--- src/hdl/trc_pkg.sv ---
// Package for the thermal regulation controller.
// Holds the state, configuration and sample types, register indexes and constants.
// No dependencies.
`default_nettype none

package trc_pkg;

  // Working width for temperature compares: covers -40 .. 258 without wrap.
  localparam int TempW = 10;
  localparam int PeakW = 9;

  localparam logic signed [TempW-1:0] SensorBias = 10'sd40;
  localparam logic signed [TempW-1:0] FanMargin  = 10'sd3;

  // Configuration register indexes
  localparam logic [1:0] REG_TARGET     = 2'd0;
  localparam logic [1:0] REG_CRITICAL   = 2'd1;
  localparam logic [1:0] REG_COOLDOWN   = 2'd2;
  localparam logic [1:0] REG_HYSTERESIS = 2'd3;

  localparam logic [7:0] TargetReset     = 8'd125;
  localparam logic [7:0] CriticalReset   = 8'd180;
  localparam logic [6:0] CooldownReset   = 7'd50;
  localparam logic [3:0] HysteresisReset = 4'd10;
  localparam logic signed [PeakW-1:0] PeakReset = -9'sd40;

  typedef struct packed {
    logic [7:0] target_temp;
    logic [7:0] critical_temp;
    logic [6:0] cooldown_temp;
    logic [3:0] hysteresis_temp;
  } cfg_t;

  typedef struct packed {
    logic       fan1_failed;
    logic       heater_failed;
    logic       alarm_pending;
    logic [7:0] sensor_raw;
  } sample_t;

  typedef struct packed {
    logic                    critical_latch;
    logic                    cooldown_latch;
    logic                    heating_demand;
    logic signed [PeakW-1:0] max_seen;
    logic                    heater_pin;
    logic                    fan1_pin;
    logic                    fan2_pin;
  } ctl_state_t;

endpackage

`default_nettype wire

--- src/hdl/trc_step.sv ---
// One regulation step: next controller state from current state, config and sample.
// Pure combinational. Depends on trc_pkg.
`default_nettype none

module trc_step (
  input  trc_pkg::ctl_state_t state,
  input  trc_pkg::cfg_t       cfg,
  input  trc_pkg::sample_t    sample,
  output trc_pkg::ctl_state_t state_next,
  output logic                alarm_ack
);
  import trc_pkg::*;

  logic signed [TempW-1:0] t;
  logic signed [TempW-1:0] tgt;
  logic signed [TempW-1:0] crit;
  logic signed [TempW-1:0] cool;
  logic signed [TempW-1:0] low;
  logic signed [TempW-1:0] peak_ext;

  assign t        = $signed({2'b00, sample.sensor_raw}) - SensorBias;
  assign tgt      = $signed({2'b00, cfg.target_temp});
  assign crit     = $signed({2'b00, cfg.critical_temp});
  assign cool     = $signed({3'b000, cfg.cooldown_temp});
  assign low      = tgt - $signed({6'b000000, cfg.hysteresis_temp});
  assign peak_ext = TempW'(state.max_seen);

  always_comb begin
    logic done;
    done      = 1'b0;
    alarm_ack = 1'b0;
    state_next = state;

    if (t > peak_ext) begin
      state_next.max_seen = t[PeakW-1:0];
    end

    // emergency cooling latch
    if (t > crit || state.critical_latch) begin
      if (!state.critical_latch) begin
        state_next.critical_latch = 1'b1;
        state_next.fan2_pin       = 1'b1;
        state_next.heater_pin     = 1'b0;
      end
      if (t < cool) begin
        state_next.critical_latch = 1'b0;
        state_next.fan2_pin       = 1'b0;
      end else begin
        done = 1'b1;
      end
    end

    if (!done) begin
      if (sample.alarm_pending) begin
        state_next.cooldown_latch = 1'b1;
      end
      // alarm cooldown
      if (state_next.cooldown_latch) begin
        if (t < cool) begin
          state_next.cooldown_latch = 1'b0;
          alarm_ack = 1'b1;
          if (t < low) begin
            state_next.heating_demand = 1'b1;
            state_next.fan1_pin       = 1'b0;
          end
          state_next.max_seen = t[PeakW-1:0];
        end else begin
          if (!sample.fan1_failed) begin
            state_next.fan1_pin = 1'b1;
          end
          state_next.heater_pin = 1'b0;
          done = 1'b1;
        end
      end
    end

    if (!done) begin
      // hysteresis thermostat
      if (t < low) begin
        state_next.heating_demand = 1'b1;
      end else if (t >= tgt) begin
        state_next.heating_demand = 1'b0;
      end
      if (state_next.heating_demand && !sample.heater_failed) begin
        state_next.heater_pin = 1'b1;
        state_next.fan1_pin   = 1'b0;
      end else begin
        state_next.heater_pin = 1'b0;
        state_next.fan1_pin   = (t > tgt + FanMargin) && !sample.fan1_failed;
      end
    end
  end

endmodule

`default_nettype wire

--- src/hdl/thermal_regulation_controller.sv ---
// Thermal regulation controller top level: stream ports, config registers,
// controller state that doubles as the result register. Depends on trc_pkg, trc_step.
`default_nettype none

//  channel   direction  handshake                 payload
//  s_*       in         s_tvalid / s_tready       s_tdata: one sensor sample
//  m_*       out        m_tvalid / m_tready       m_tdata: pin levels, flags, peak
//  cfg_*     in         cfg_wen (no wait)         cfg_index, cfg_wdata
//
// One sample per cycle while the result slot can take it: the step logic runs from the
// s_tdata port to the state register, which is also what m_tdata shows.
// A sample is taken whenever the result slot is empty or being read out in
// the same cycle, so a stalled m_tready holds at most one result.
// rst (synchronous) restores the power-up thresholds, clears latches, pins and
// the result slot, and sets the peak to -40 C.

module thermal_regulation_controller (
  input  logic        clk,
  input  logic        rst,
  // sensor samples
  input  logic        s_tvalid,
  output logic        s_tready,
  input  logic [15:0] s_tdata,   // sensor_raw[7:0], alarm_pending, heater_failed,
                                 // fan1_failed, zero fill
  // results
  output logic        m_tvalid,
  input  logic        m_tready,
  output logic [15:0] m_tdata,   // heater_on, fan1_on, fan2_on, alarm_ack,
                                 // critical_flag, cooldown_flag, heating_flag,
                                 // peak_temp[8:0]
  // configuration writes
  input  logic        cfg_wen,
  input  logic [1:0]  cfg_index,
  input  logic [7:0]  cfg_wdata
);
  import trc_pkg::*;

  cfg_t       cfg;
  ctl_state_t state;
  ctl_state_t state_next;
  sample_t    sample;
  logic       ack;
  logic       ack_next;
  logic       take;

  assign sample   = sample_t'(s_tdata[10:0]);
  assign s_tready = !m_tvalid || m_tready;
  assign take     = s_tvalid && s_tready;

  // config registers; the user must write them only while idle, the block does not enforce it
  always_ff @(posedge clk) begin
    if (rst) begin
      cfg.target_temp     <= TargetReset;
      cfg.critical_temp   <= CriticalReset;
      cfg.cooldown_temp   <= CooldownReset;
      cfg.hysteresis_temp <= HysteresisReset;
    end else if (cfg_wen) begin
      case (cfg_index)
        REG_TARGET:     cfg.target_temp     <= cfg_wdata;
        REG_CRITICAL:   cfg.critical_temp   <= cfg_wdata;
        REG_COOLDOWN:   cfg.cooldown_temp   <= cfg_wdata[6:0];
        REG_HYSTERESIS: cfg.hysteresis_temp <= cfg_wdata[3:0];
        default: ;
      endcase
    end
  end

  trc_step u_step (
    .state      (state),
    .cfg        (cfg),
    .sample     (sample),
    .state_next (state_next),
    .alarm_ack  (ack_next)
  );

  // controller state; it is exactly the result of the last transfer taken
  always_ff @(posedge clk) begin
    if (rst) begin
      state.critical_latch <= 1'b0;
      state.cooldown_latch <= 1'b0;
      state.heating_demand <= 1'b0;
      state.max_seen       <= PeakReset;
      state.heater_pin     <= 1'b0;
      state.fan1_pin       <= 1'b0;
      state.fan2_pin       <= 1'b0;
      ack                  <= 1'b0;
      m_tvalid             <= 1'b0;
    end else begin
      if (take) begin
        state <= state_next;
        ack   <= ack_next;
      end
      if (take) begin
        m_tvalid <= 1'b1;
      end else if (m_tready) begin
        m_tvalid <= 1'b0;
      end
    end
  end

  assign m_tdata = {state.max_seen, state.heating_demand, state.cooldown_latch,
                    state.critical_latch, ack, state.fan2_pin, state.fan1_pin,
                    state.heater_pin};

`ifndef SYNTHESIS
  // emergency fan tracks the critical latch exactly
  a_fan2_crit: assert property (@(posedge clk) disable iff (rst)
    state.fan2_pin == state.critical_latch)
    else $error("fan 2 out of step with critical latch");

  // heater never runs during emergency cooling
  a_crit_heater: assert property (@(posedge clk) disable iff (rst)
    state.critical_latch |-> !state.heater_pin)
    else $error("heater on while critical latch set");

  // heater never runs during alarm cooldown
  a_cool_heater: assert property (@(posedge clk) disable iff (rst)
    state.cooldown_latch |-> !state.heater_pin)
    else $error("heater on during alarm cooldown");

  // an acknowledge means the cooldown latch just released
  a_ack_clear: assert property (@(posedge clk) disable iff (rst)
    ack |-> !state.cooldown_latch)
    else $error("alarm ack with cooldown still latched");

  // every sample taken leaves a result waiting
  a_take_valid: assert property (@(posedge clk) disable iff (rst)
    take |=> m_tvalid)
    else $error("result lost after sample transfer");
`endif

endmodule

`default_nettype wire
--- config.mk ---
export PLATFORM = sky130hd
export DESIGN_NAME = thermal_regulation_controller
export DESIGN_NICKNAME = d
export VERILOG_FILES = /design/src/hdl/trc_pkg.sv /design/src/hdl/trc_step.sv /design/src/hdl/thermal_regulation_controller.sv
export SDC_FILE = /design/constraint.sdc
export NUM_CORES = 1
export LEC_CHECK = 0
export BUFFER_PORTS_ARGS = -buffer_cell sky130_fd_sc_hd__buf_2
export CELL_PAD_IN_SITES_DETAIL_PLACEMENT = 0
export CELL_PAD_IN_SITES_GLOBAL_PLACEMENT = 1
export CORE_MARGIN = 10
export CORE_UTILIZATION = 47
export DETAILED_ROUTE_END_ITERATION = 8
export GPL_ROUTABILITY_DRIVEN = 0
export PLACE_DENSITY_LB_ADDON = 0.1
export SLEW_MARGIN = 0
export SYNTH_ARGS = -nofsm -noshare
export SYNTH_HDL_FRONTEND = slang
export SYNTH_HIERARCHICAL = 1
export SYNTH_SLANG_ARGS = --single-unit
export TNS_END_PERCENT = 100
--- constraint.sdc ---
create_clock -name clk -period 7.5 [get_ports clk]
set_clock_uncertainty 0.05 [all_clocks]
set_input_delay 1.5 -clock clk [delete_from_list [all_inputs] [get_ports clk]]
set_output_delay 1.5 -clock clk [all_outputs]
set_load 0.02 [all_outputs]
==> results of run 1 <==
-- cell type report --
class	instances	share of cell area (%)
sequential	44	23.15
clock inverter	3	1.217
multi-input combinational	311	60.77
clock buffer	5	1.809
timing repair buffer	44	5.853
tap	99	3.256
inverter	40	3.946
-- sequential cells by signal (all words and copies together), names as in the netlist --
register and flops:
ack 1, cfg 27, m_tdata 15, m_tvalid 1
-- worst paths after layout --
| kind | start | end | slack [ns] | depth (start not counted) |
|---|---|---|---|---|
| worst max-delay path | s_tdata[3] | m_tdata[0]$_SDFFE_PP0P_ | 2.66 | 15 |
| worst min register to register | cfg[7]$_SDFFE_PP0P_ | cfg[7]$_SDFFE_PP0P_ | 0.41 | 2 |
| worst max register to register | cfg[19]$_SDFFE_PP1P_ | m_tdata[1]$_SDFFE_PP0P_ | 4.15 | 17 |
| worst min-delay path | cfg[7]$_SDFFE_PP0P_ | cfg[7]$_SDFFE_PP0P_ | 0.41 | 2 |
-- power groups by stage --
stage,logic [mW],registers [mW],clock network (mW)
floorplan,0.151,0.272,0
global placement,0.212,0.264,0
detailed placement,0.215,0.265,0
CTS,0.216,0.259,0.197
global route,0.244,0.261,0.204
finish,0.215,0.259,0.193
-- critical path: stages --
cell	delay (ns)
buf_2	0.11
inv_1	0.29
ha_1	0.25
inv_1	0.04
a21oi_1	0.16
xor2_1	0.72
ha_1	0.39
a21o_1	0.17
a2111oi_0	0.35
nor2_1	0.19
nor2_1	0.31
a21o_1	0.21
a32o_1	0.12
nand3_1	0.06
a21oi_1	0.14
-- layout by cell type, fill, tap and decap left out, drive strengths merged, types with 6 or more instances in the layout --
master	count
nor2	41
mux2i	17
nor3	20
o21ai	14
a21oi	43
dfxtp	44
a21o	8
mux2	6
xnor2	11
a21bo	11
nand2	15
nand3	22
ha	53
inv	41
buf	44
-- synthesized netlist by cell type (all sizes together), types with 3 or more instances --
library cell	count	area (µm²)
xnor2	11	96.34
nor2	41	153.9
ha	53	663.1
nor3	20	100.1
nand3	22	110.1
inv	40	150.1
o21ai	14	70.07
buf	13	86.33
mux2	6	67.56
a21bo	11	110.1
nand2	15	56.30
a21o	8	60.06
a2111oi	3	26.28
mux2i	17	170.2
dfxtp	44	880.8
nand2b	4	25.02
a211oi	4	30.03
a21oi	43	215.2
clkbuf	5	18.77
xor2	4	35.03
nand4	3	18.77
nor2b	5	33.78
-- per-layer routing --
metal  up-vias  wire length (µm)  global-route usage [%]
met2        59              3808                   25.09
met5         -                 0                       0
met4         0               116                   5.029
met3         9               387                   2.923
met1      1309              4035                   19.77
li1       1520                 -                       -
-- kinds of logic (layout without fill, tap and decap cells) --
| logic type | count (synthesis) | count (layout) | share of synthesized area, % |
|---|---|---|---|
| buffers and inverters | 58 | 92 | 7.402 |
| DFF | 44 | 44 | 25.54 |
| xor gates and xnor gates | 15 | 15 | 3.810 |
| muxes | 23 | 23 | 6.894 |
| and+or+nand+nor | 123 | 123 | 17.74 |
| AOI/OAI and AO/OA | 96 | 96 | 18.80 |
| adders and majority gates | 54 | 54 | 19.81 |
==> impl_metrics.tcl, run 1 <==
set metrics [dict create \
    run_status "complete, no violations" \
    drive_gt1_share_pct 16.78 \
    cts_sinks 44 \
    crit_arrival_ns 5.03 \
    ys_dominant_reg_cell "dfxtp_1" \
    peakVddDrop_mv 0.09376 \
    cts_hold_buffers 0 \
    drt-total-wl_mm 8.348 \
    drv_cap 0 \
    drt_iter0_drc 139 \
    critPathLaunchType "input pin" \
    drc 0 \
    via_count 2897 \
    finalInstanceArea_um2 3805 \
    path_max_fanout 8 \
    p_sw_mw 0.2252 \
    dp_cells 538 \
    gr-total-overflow 0 \
    cts_max_path_buffers 2 \
    p_leak_nw 1.816 \
    final-seq-area_um2 880.8 \
    synth_edf_count 0 \
    diodes 0 \
    cp-end-kind "register" \
    finalSetupViolCount 0 \
    routedWlPerCell_um 15.29 \
    p_sw_share_pct 33.82 \
    syn_area_um2 3448 \
    die_y_um 105.7 \
    hpwlAfterDp_mm 6.424 \
    core_um2 7176 \
    postCtsSetupRepairBufs 0 \
    io_buffers 43 \
    drtAntennaViolNets 0 \
    vias_per_cell 5.306 \
    grt_usage_pct 15.34 \
    fillers 715 \
    clkPwrFrac_pct 28.9 \
    synthArstFlopShare_pct 0 \
    nets 531 \
    synth_cells 413 \
    dr.pass1.iters 4 \
    multi_input_area_um2 2312 \
    first_global_vias 2923 \
    relSlewSlack_pct 31.54 \
    period_needed_ns 4.840 \
    dieArea_um2 11160 \
    combPwrFrac_pct 32.2 \
    worstSkewPairLatency_ns 0.31 \
    period_share_pct 64.54 \
    synth_cell_types 49 \
    p_seq_share_pct 38.8 \
    initial_utilization_pct 48.06 \
    postSynthAreaPerCell_um2 8.349 \
    synth-seq-cells 44 \
    ioPinCount 49 \
    rsz0062_at_grt "false" \
    worstPathRequired_ns 7.68 \
    hold_path_class "reg2reg" \
    htree_levels 2 \
    tns_ns 0 \
    clk_pin_slew_ns 0.10 \
    pwr_density_cell_nw_per_um2 175.0 \
    p_total_mw 0.6659 \
    hold_ws_ns 0.4098 \
    cts_resized 0 \
    yosysWarnings 6 \
    crit_type "in2reg" \
    fin_ws_ns 2.660 \
    hold_viol_final 0 \
    final_util_pct 53.03 \
    ys_seq_area_share_pct 25.54 \
    p_int_mw 0.4407 \
    root_buffer "clkbuf_8" \
    grt_pass1_wl_mm 14.27 \
    placed_area_um2 3690 \
    area_growth_pct 10.34 \
    rows 31 \
    cts_tree "yes" \
    die_w_um 105.7 \
    antenna_found_initial 0 \
    max_freq_mhz 206.6 \
    synth_nets 498 \
    worstMarginPinSlew_ns 1.027 \
    grt_max_degree 58 \
    maxSlewViolCount 0 \
    numCtsBuffers 5 \
    instances_no_fill 546 \
    place_ws_ns 2.349 \
]
Note: power is estimated with default switching activity, not from simulation.
==> inputs of run 2 (changes only) <==
--- a/config.mk
+++ b/config.mk
@@ -9,7 +9,7 @@
 export CELL_PAD_IN_SITES_DETAIL_PLACEMENT = 0
 export CELL_PAD_IN_SITES_GLOBAL_PLACEMENT = 1
 export CORE_MARGIN = 10
-export CORE_UTILIZATION = 47
+export CORE_UTILIZATION = 44
 export DETAILED_ROUTE_END_ITERATION = 8
 export GPL_ROUTABILITY_DRIVEN = 0
 export PLACE_DENSITY_LB_ADDON = 0.1
==> constraint.sdc (replaced) <==
create_clock -name clk -period 4.6 [get_ports clk]
set_clock_uncertainty 0.05 [all_clocks]
set_input_delay 0.92 -clock clk [delete_from_list [all_inputs] [get_ports clk]]
set_output_delay 0.92 -clock clk [all_outputs]
set_load 0.02 [all_outputs]
==> impl_metrics.tcl, run 2 (synthesis gave the netlist of run 1 again) <==
set metrics [dict create \
    largest_reg_flops 27 \
    period_needed_ns 3.721 \
    cp_slowest_stage_delay_ns 0.40 \
    maxSlewViolCount 0 \
    run_status "complete, no violations" \
    p_leak_nw 1.835 \
    p_sw_mw 0.3488 \
    io_buffers 43 \
    hold_start "cfg[4]$_SDFFE_PP0P_" \
    clkPwrFrac_pct 25.2 \
    combPwrFrac_pct 34.4 \
    p_seq_share_pct 40.4 \
    period_share_pct 80.89 \
    grt_usage_pct 15.07 \
    peakVddDrop_mv 0.1356 \
    path_buf_inv 3 \
    die_w_um 108.5 \
    cpLargestDelayFamily "compound AO/OA/AOI/OAI gates" \
    grt_max_degree 58 \
    p_total_mw 1.045 \
    diodes 0 \
    path_max_fanout 7 \
    critPathLaunchType "input pin" \
    drc 0 \
    cts_sinks 44 \
    htree_levels 2 \
    root_buffer "clkbuf_8" \
    drv_cap 0 \
    drt_iter0_drc 127 \
    finalSetupViolCount 0 \
    cts_max_path_buffers 2 \
    pwr_density_cell_nw_per_um2 272.9 \
    reg2reg_from "cfg[19]$_SDFFE_PP1P_" \
    rsz0062_at_grt "false" \
    reg2reg_depth 17 \
    met1_length_mm 4.293 \
    regToRegSetupSlack_ns 1.18 \
    worstPathRequired_ns 4.77 \
    hold_viol_final 0 \
    drt-total-wl_mm 8.584 \
    hold_ws_ns 0.4115 \
    wl_met2_mm 4.000 \
    tns_ns 0 \
    crit_chain "buf_2 > inv_1 > ha_1 > inv_1 > a21oi_1 > xor2_1 > ha_1 > a21o_1 > a2111oi_0 > nor2_1 > nor2_1 > a21o_1 > a32o_1 > nand3_1 > a21oi_1" \
    first_global_vias 2981 \
    startpoint "s_tdata[3]" \
    mostFrequentLayoutCells "53 x ha_1, 44 x dfxtp_1, 43 x a21oi_1, 43 x buf_2, 41 x nor2_1" \
    antenna_found_initial 0 \
    slowest_stage "a2111oi_0" \
    die_y_um 108.5 \
    met3_length_um 205 \
    postCtsSetupRepairBufs 0 \
    cts_tree "yes" \
    p_int_mw 0.6958 \
    clk_pin_slew_ns 0.08 \
    dr.pass1.iters 4 \
    worstSkewPairLatency_ns 0.29 \
    initial_utilization_pct 44.86 \
    vias_per_cell 5.327 \
    regToRegEndpoint "m_tdata[1]$_SDFFE_PP0P_" \
    via_count 2946 \
    worstMarginPinSlew_ns 1.029 \
    ioPinCount 49 \
    drtAntennaViolNets 0 \
    grt_pass1_wl_mm 14.51 \
    crit_arrival_ns 3.89 \
    numCtsBuffers 5 \
    crit_type "in2reg" \
    cts_resized 0 \
    rows 32 \
    mostFrequentLayoutCell "ha_1" \
    relSlewSlack_pct 31.40 \
    p_sw_share_pct 33.39 \
    routed.top_layer "met4" \
    hold-path-endpoint "cfg[4]$_SDFFE_PP0P_" \
    cts_hold_buffers 0 \
    holdPathStages 2 \
    dieArea_um2 11780 \
    gr-total-overflow 0 \
    nets 536 \
    cp-end-kind "register" \
    drive_gt1_share_pct 17.52 \
    regMostFlops "cfg" \
    core_um2 7687 \
    max_freq_mhz 268.8 \
    hpwlAfterDp_mm 6.723 \
    hold_path_class "reg2reg" \
    routedWlPerCell_um 15.52 \
    fillers 796 \
    area_growth_pct 10.99 \
]
run 2: cell count changes in the layout (fill, tap and decap cells not counted):
| cell | delta |
|---|---|
| inv_6 | -1 |
| bufinv_16 | -1 |
| buf_4 | +5 |
| clkbuf_8 | +2 |
| clkinvlp_4 | -1 |
run 2: area by class of cell:
type / count / area (µm²) / share of cell area [%]
multi-input cells: 311 / 2312 / 60.41
well taps: 102 / 127.6 / 3.334
repair buffers: 49 / 260.3 / 6.800
flip-flops and latches: 44 / 880.8 / 23.01
clock buffers: 7 / 96.34 / 2.517
inverters: 40 / 150.1 / 3.923
run 2: routing by layer:
metal	global-route usage (%)	up-vias
li1	-	1534
met1	19.83	1373
met2	25.30	31
met3	2.320	8
met4	3.390	0
met5	0	-
run 2: worst reg2reg max path, delay by kind of cell (launching register included):
family	cells	cell delay [ns]
adder cells (fa/ha/maj)	3	0.72
flip-flops	1	0.34
AND/OR/NAND/NOR	9	1.56
AO/OA/AOI/OAI	4	0.50
buffers and inverters	1	0.14
run 2: through the flow:
step	cell area [µm²]	setup WS (ns)	utilization (%)	cells
global placement	3731	0.5785	48.54	546
finish	3827	0.8792	49.79	553
global route	3827	0.3878	49.79	553
floorplan	3448	0.9443	-	413
CTS	3827	0.8673	49.79	553
detailed placement	3731	0.5650	48.54	546
run 2: worst max path at each step:
| stage | to | slack [ns] | cells past startpoint |
|---|---|---|---|
| after global placement | m_tdata[14]$_SDFFE_PP1P_ | 0.58 | 13 |
| after CTS | m_tdata[0]$_SDFFE_PP0P_ | 0.87 | 15 |
| final | m_tdata[0]$_SDFFE_PP0P_ | 0.88 | 15 |
| after detailed placement | m_tdata[15]$_SDFFE_PP1P_ | 0.56 | 14 |
| after global routing | m_tdata[0]$_SDFFE_PP0P_ | 0.39 | 15 |
| after floorplan | m_tdata[13]$_SDFFE_PP1P_ | 0.94 | 11 |
run 2: power groups by stage:
stage | clock network (mW) | logic (mW) | registers, mW
6_report | 0.263 | 0.360 | 0.422
5_1_grt | 0.289 | 0.407 | 0.426
4_1_cts | 0.273 | 0.363 | 0.422
3_5_place_dp | 0 | 0.360 | 0.431
3_3_place_gp | 0 | 0.354 | 0.430
2_1_floorplan | 0 | 0.246 | 0.443
==> inputs of run 3 (changes only) <==
==> constraint.sdc (replaced) <==
create_clock -name clk -period 3.9 [get_ports clk]
set_clock_uncertainty 0.05 [all_clocks]
set_input_delay 0.78 -clock clk [delete_from_list [all_inputs] [get_ports clk]]
set_output_delay 0.78 -clock clk [all_outputs]
set_load 0.02 [all_outputs]
==> impl_metrics.tcl, run 3 (synthesis gave the netlist of run 1 again) <==
set metrics [dict create \
    run_status "complete, no violations" \
    hold_path_class "reg2reg" \
    antenna_found_initial 0 \
    tns_ns 0 \
    drt-total-wl_mm 8.451 \
    p_int_mw 0.7826 \
    mostFrequentLayoutCell "ha_1" \
    postCtsSetupRepairBufs 0 \
    worstSkewPairLatency_ns 0.30 \
    regMostFlops "cfg" \
    combPwrFrac_pct 35.0 \
    mostFrequentLayoutCells "53 x ha_1, 44 x dfxtp_1, 43 x a21oi_1, 43 x buf_2, 41 x nor2_1" \
    diodes 0 \
    holdPathStages 2 \
    dr.pass1.iters 4 \
    crit_type "reg2reg" \
    nets 537 \
    reg2reg_depth 17 \
    drc 0 \
    drive_gt1_share_pct 17.70 \
    grt_max_degree 58 \
    path_max_fanout 4 \
    finalInstanceArea_um2 3820 \
    p_total_mw 1.197 \
    initial_utilization_pct 44.86 \
    routedWlPerCell_um 15.25 \
    drtAntennaViolNets 0 \
    worstPathRequired_ns 3.99 \
    regToRegSetupSlack_ns 0.46 \
    io_buffers 43 \
    drv_cap 0 \
    die_w_um 108.5 \
    met3_usage_pct 1.844 \
    max_freq_mhz 290.7 \
    reg2reg_from "cfg[19]$_SDFFE_PP1P_" \
    die_y_um 108.5 \
    period_share_pct 88.20 \
    place_ws_ns 0.2670 \
    hold-path-endpoint "cfg[10]$_SDFFE_PP0P_" \
    regToRegEndpoint "m_tdata[1]$_SDFFE_PP0P_" \
    period_needed_ns 3.440 \
    gr-total-overflow 0 \
    area_growth_pct 10.78 \
    hpwlAfterDp_mm 6.619 \
    instances_no_fill 554 \
    vias_per_cell 5.339 \
    via_count 2958 \
    cts_max_path_buffers 2 \
    critPathLaunchType "register" \
    dieArea_um2 11780 \
    largest_reg_flops 27 \
    cts_hold_buffers 0 \
    first_global_vias 2898 \
    p_seq_share_pct 41.5 \
    hold_ws_ns 0.4115 \
    root_buffer "clkbuf_8" \
    worstMarginPinSlew_ns 1.034 \
    p_sw_mw 0.4144 \
    cts_sinks 44 \
    clkPwrFrac_pct 23.5 \
    ioPinCount 49 \
    grt_use_met2_pct 25.17 \
    cts_tree "yes" \
    hold_viol_final 0 \
    crit_arrival_ns 3.53 \
    drt_iter0_drc 143 \
    relSlewSlack_pct 31.06 \
    fillers 787 \
    numCtsBuffers 5 \
    grt_pass1_wl_mm 14.28 \
    maxSlewViolCount 0 \
    cts_resized 0 \
    grt_util_met1_pct 19.67 \
    finalSetupViolCount 0 \
    htree_levels 2 \
    clk_pin_slew_ns 0.09 \
    grt_usage_pct 15.02 \
    dp_cells 547 \
    placed_area_um2 3739 \
    p_leak_nw 1.830 \
    pwr_density_cell_nw_per_um2 313.4 \
    rsz0062_at_grt "false" \
    rows 32 \
    p_sw_share_pct 34.62 \
    cp-end-kind "register" \
    hold_start "cfg[10]$_SDFFE_PP0P_" \
    peakVddDrop_mv 0.1379 \
    core_um2 7687 \
    fin_ws_ns 0.4602 \
    final_util_pct 49.69 \
    top_usage_layer "met2" \
]
==> run 3: cell types whose count changed in the layout (fill, tap and decap cells not counted) <==
cell / change
buf_4: +1
clkinv_2: +1
clkinvlp_4: +1
clkbuf_8: -2
==> run 3: critical path, stage by stage, from the launching register on <==
cell	delay (ns)
dfxtp_1	0.34
inv_1	0.14
ha_1	0.20
fa_1	0.21
nor2b_1	0.05
o21ai_0	0.14
nand2b_1	0.13
or3_1	0.37
ha_1	0.30
nor3b_1	0.27
nand2_1	0.08
a211oi_1	0.20
and4b_1	0.25
nor2_1	0.19
nand4b_1	0.14
a21oi_1	0.07
nand3_1	0.06
a21oi_1	0.06
==> run 3: cell type report <==
class	count	area (µm²)	share of cell area (%)
Clock buffer	5	68.82	1.802
Clock inverter	2	12.51	0.3275
Inverter	40	150.1	3.931
Multi-Input combinational cell	311	2312	60.53
Sequential cell	44	880.8	23.06
Tap cell	102	127.6	3.341
Timing Repair Buffer	50	267.8	7.010
==> run 3: power by group through the flow <==
stage          logic [mW]  registers (mW)  clock network [mW]
6_report            0.418           0.497               0.281
5_1_grt             0.477           0.503               0.311
4_1_cts             0.423           0.498               0.298
3_5_place_dp        0.421           0.508                   0
3_3_place_gp        0.417           0.508                   0
2_1_floorplan       0.290           0.523                   0
==> run 3: how the worst max path moves through the flow <==
stage	start	endpoint	cells after the start
after floorplan	s_tdata[3]	m_tdata[13]$_SDFFE_PP1P_	11
after global placement	s_tdata[3]	m_tdata[14]$_SDFFE_PP1P_	14
after detailed placement	s_tdata[3]	m_tdata[14]$_SDFFE_PP1P_	14
after CTS	cfg[19]$_SDFFE_PP1P_	m_tdata[1]$_SDFFE_PP0P_	17
after global routing	cfg[19]$_SDFFE_PP1P_	m_tdata[1]$_SDFFE_PP0P_	17
final	cfg[19]$_SDFFE_PP1P_	m_tdata[1]$_SDFFE_PP0P_	17
==> run 3: routing by layer <==
layer	vias to the layer above	routed length, µm
li1	1538	-
met1	1370	4087
met2	41	3981
met3	9	274
met4	0	108
met5	-	0
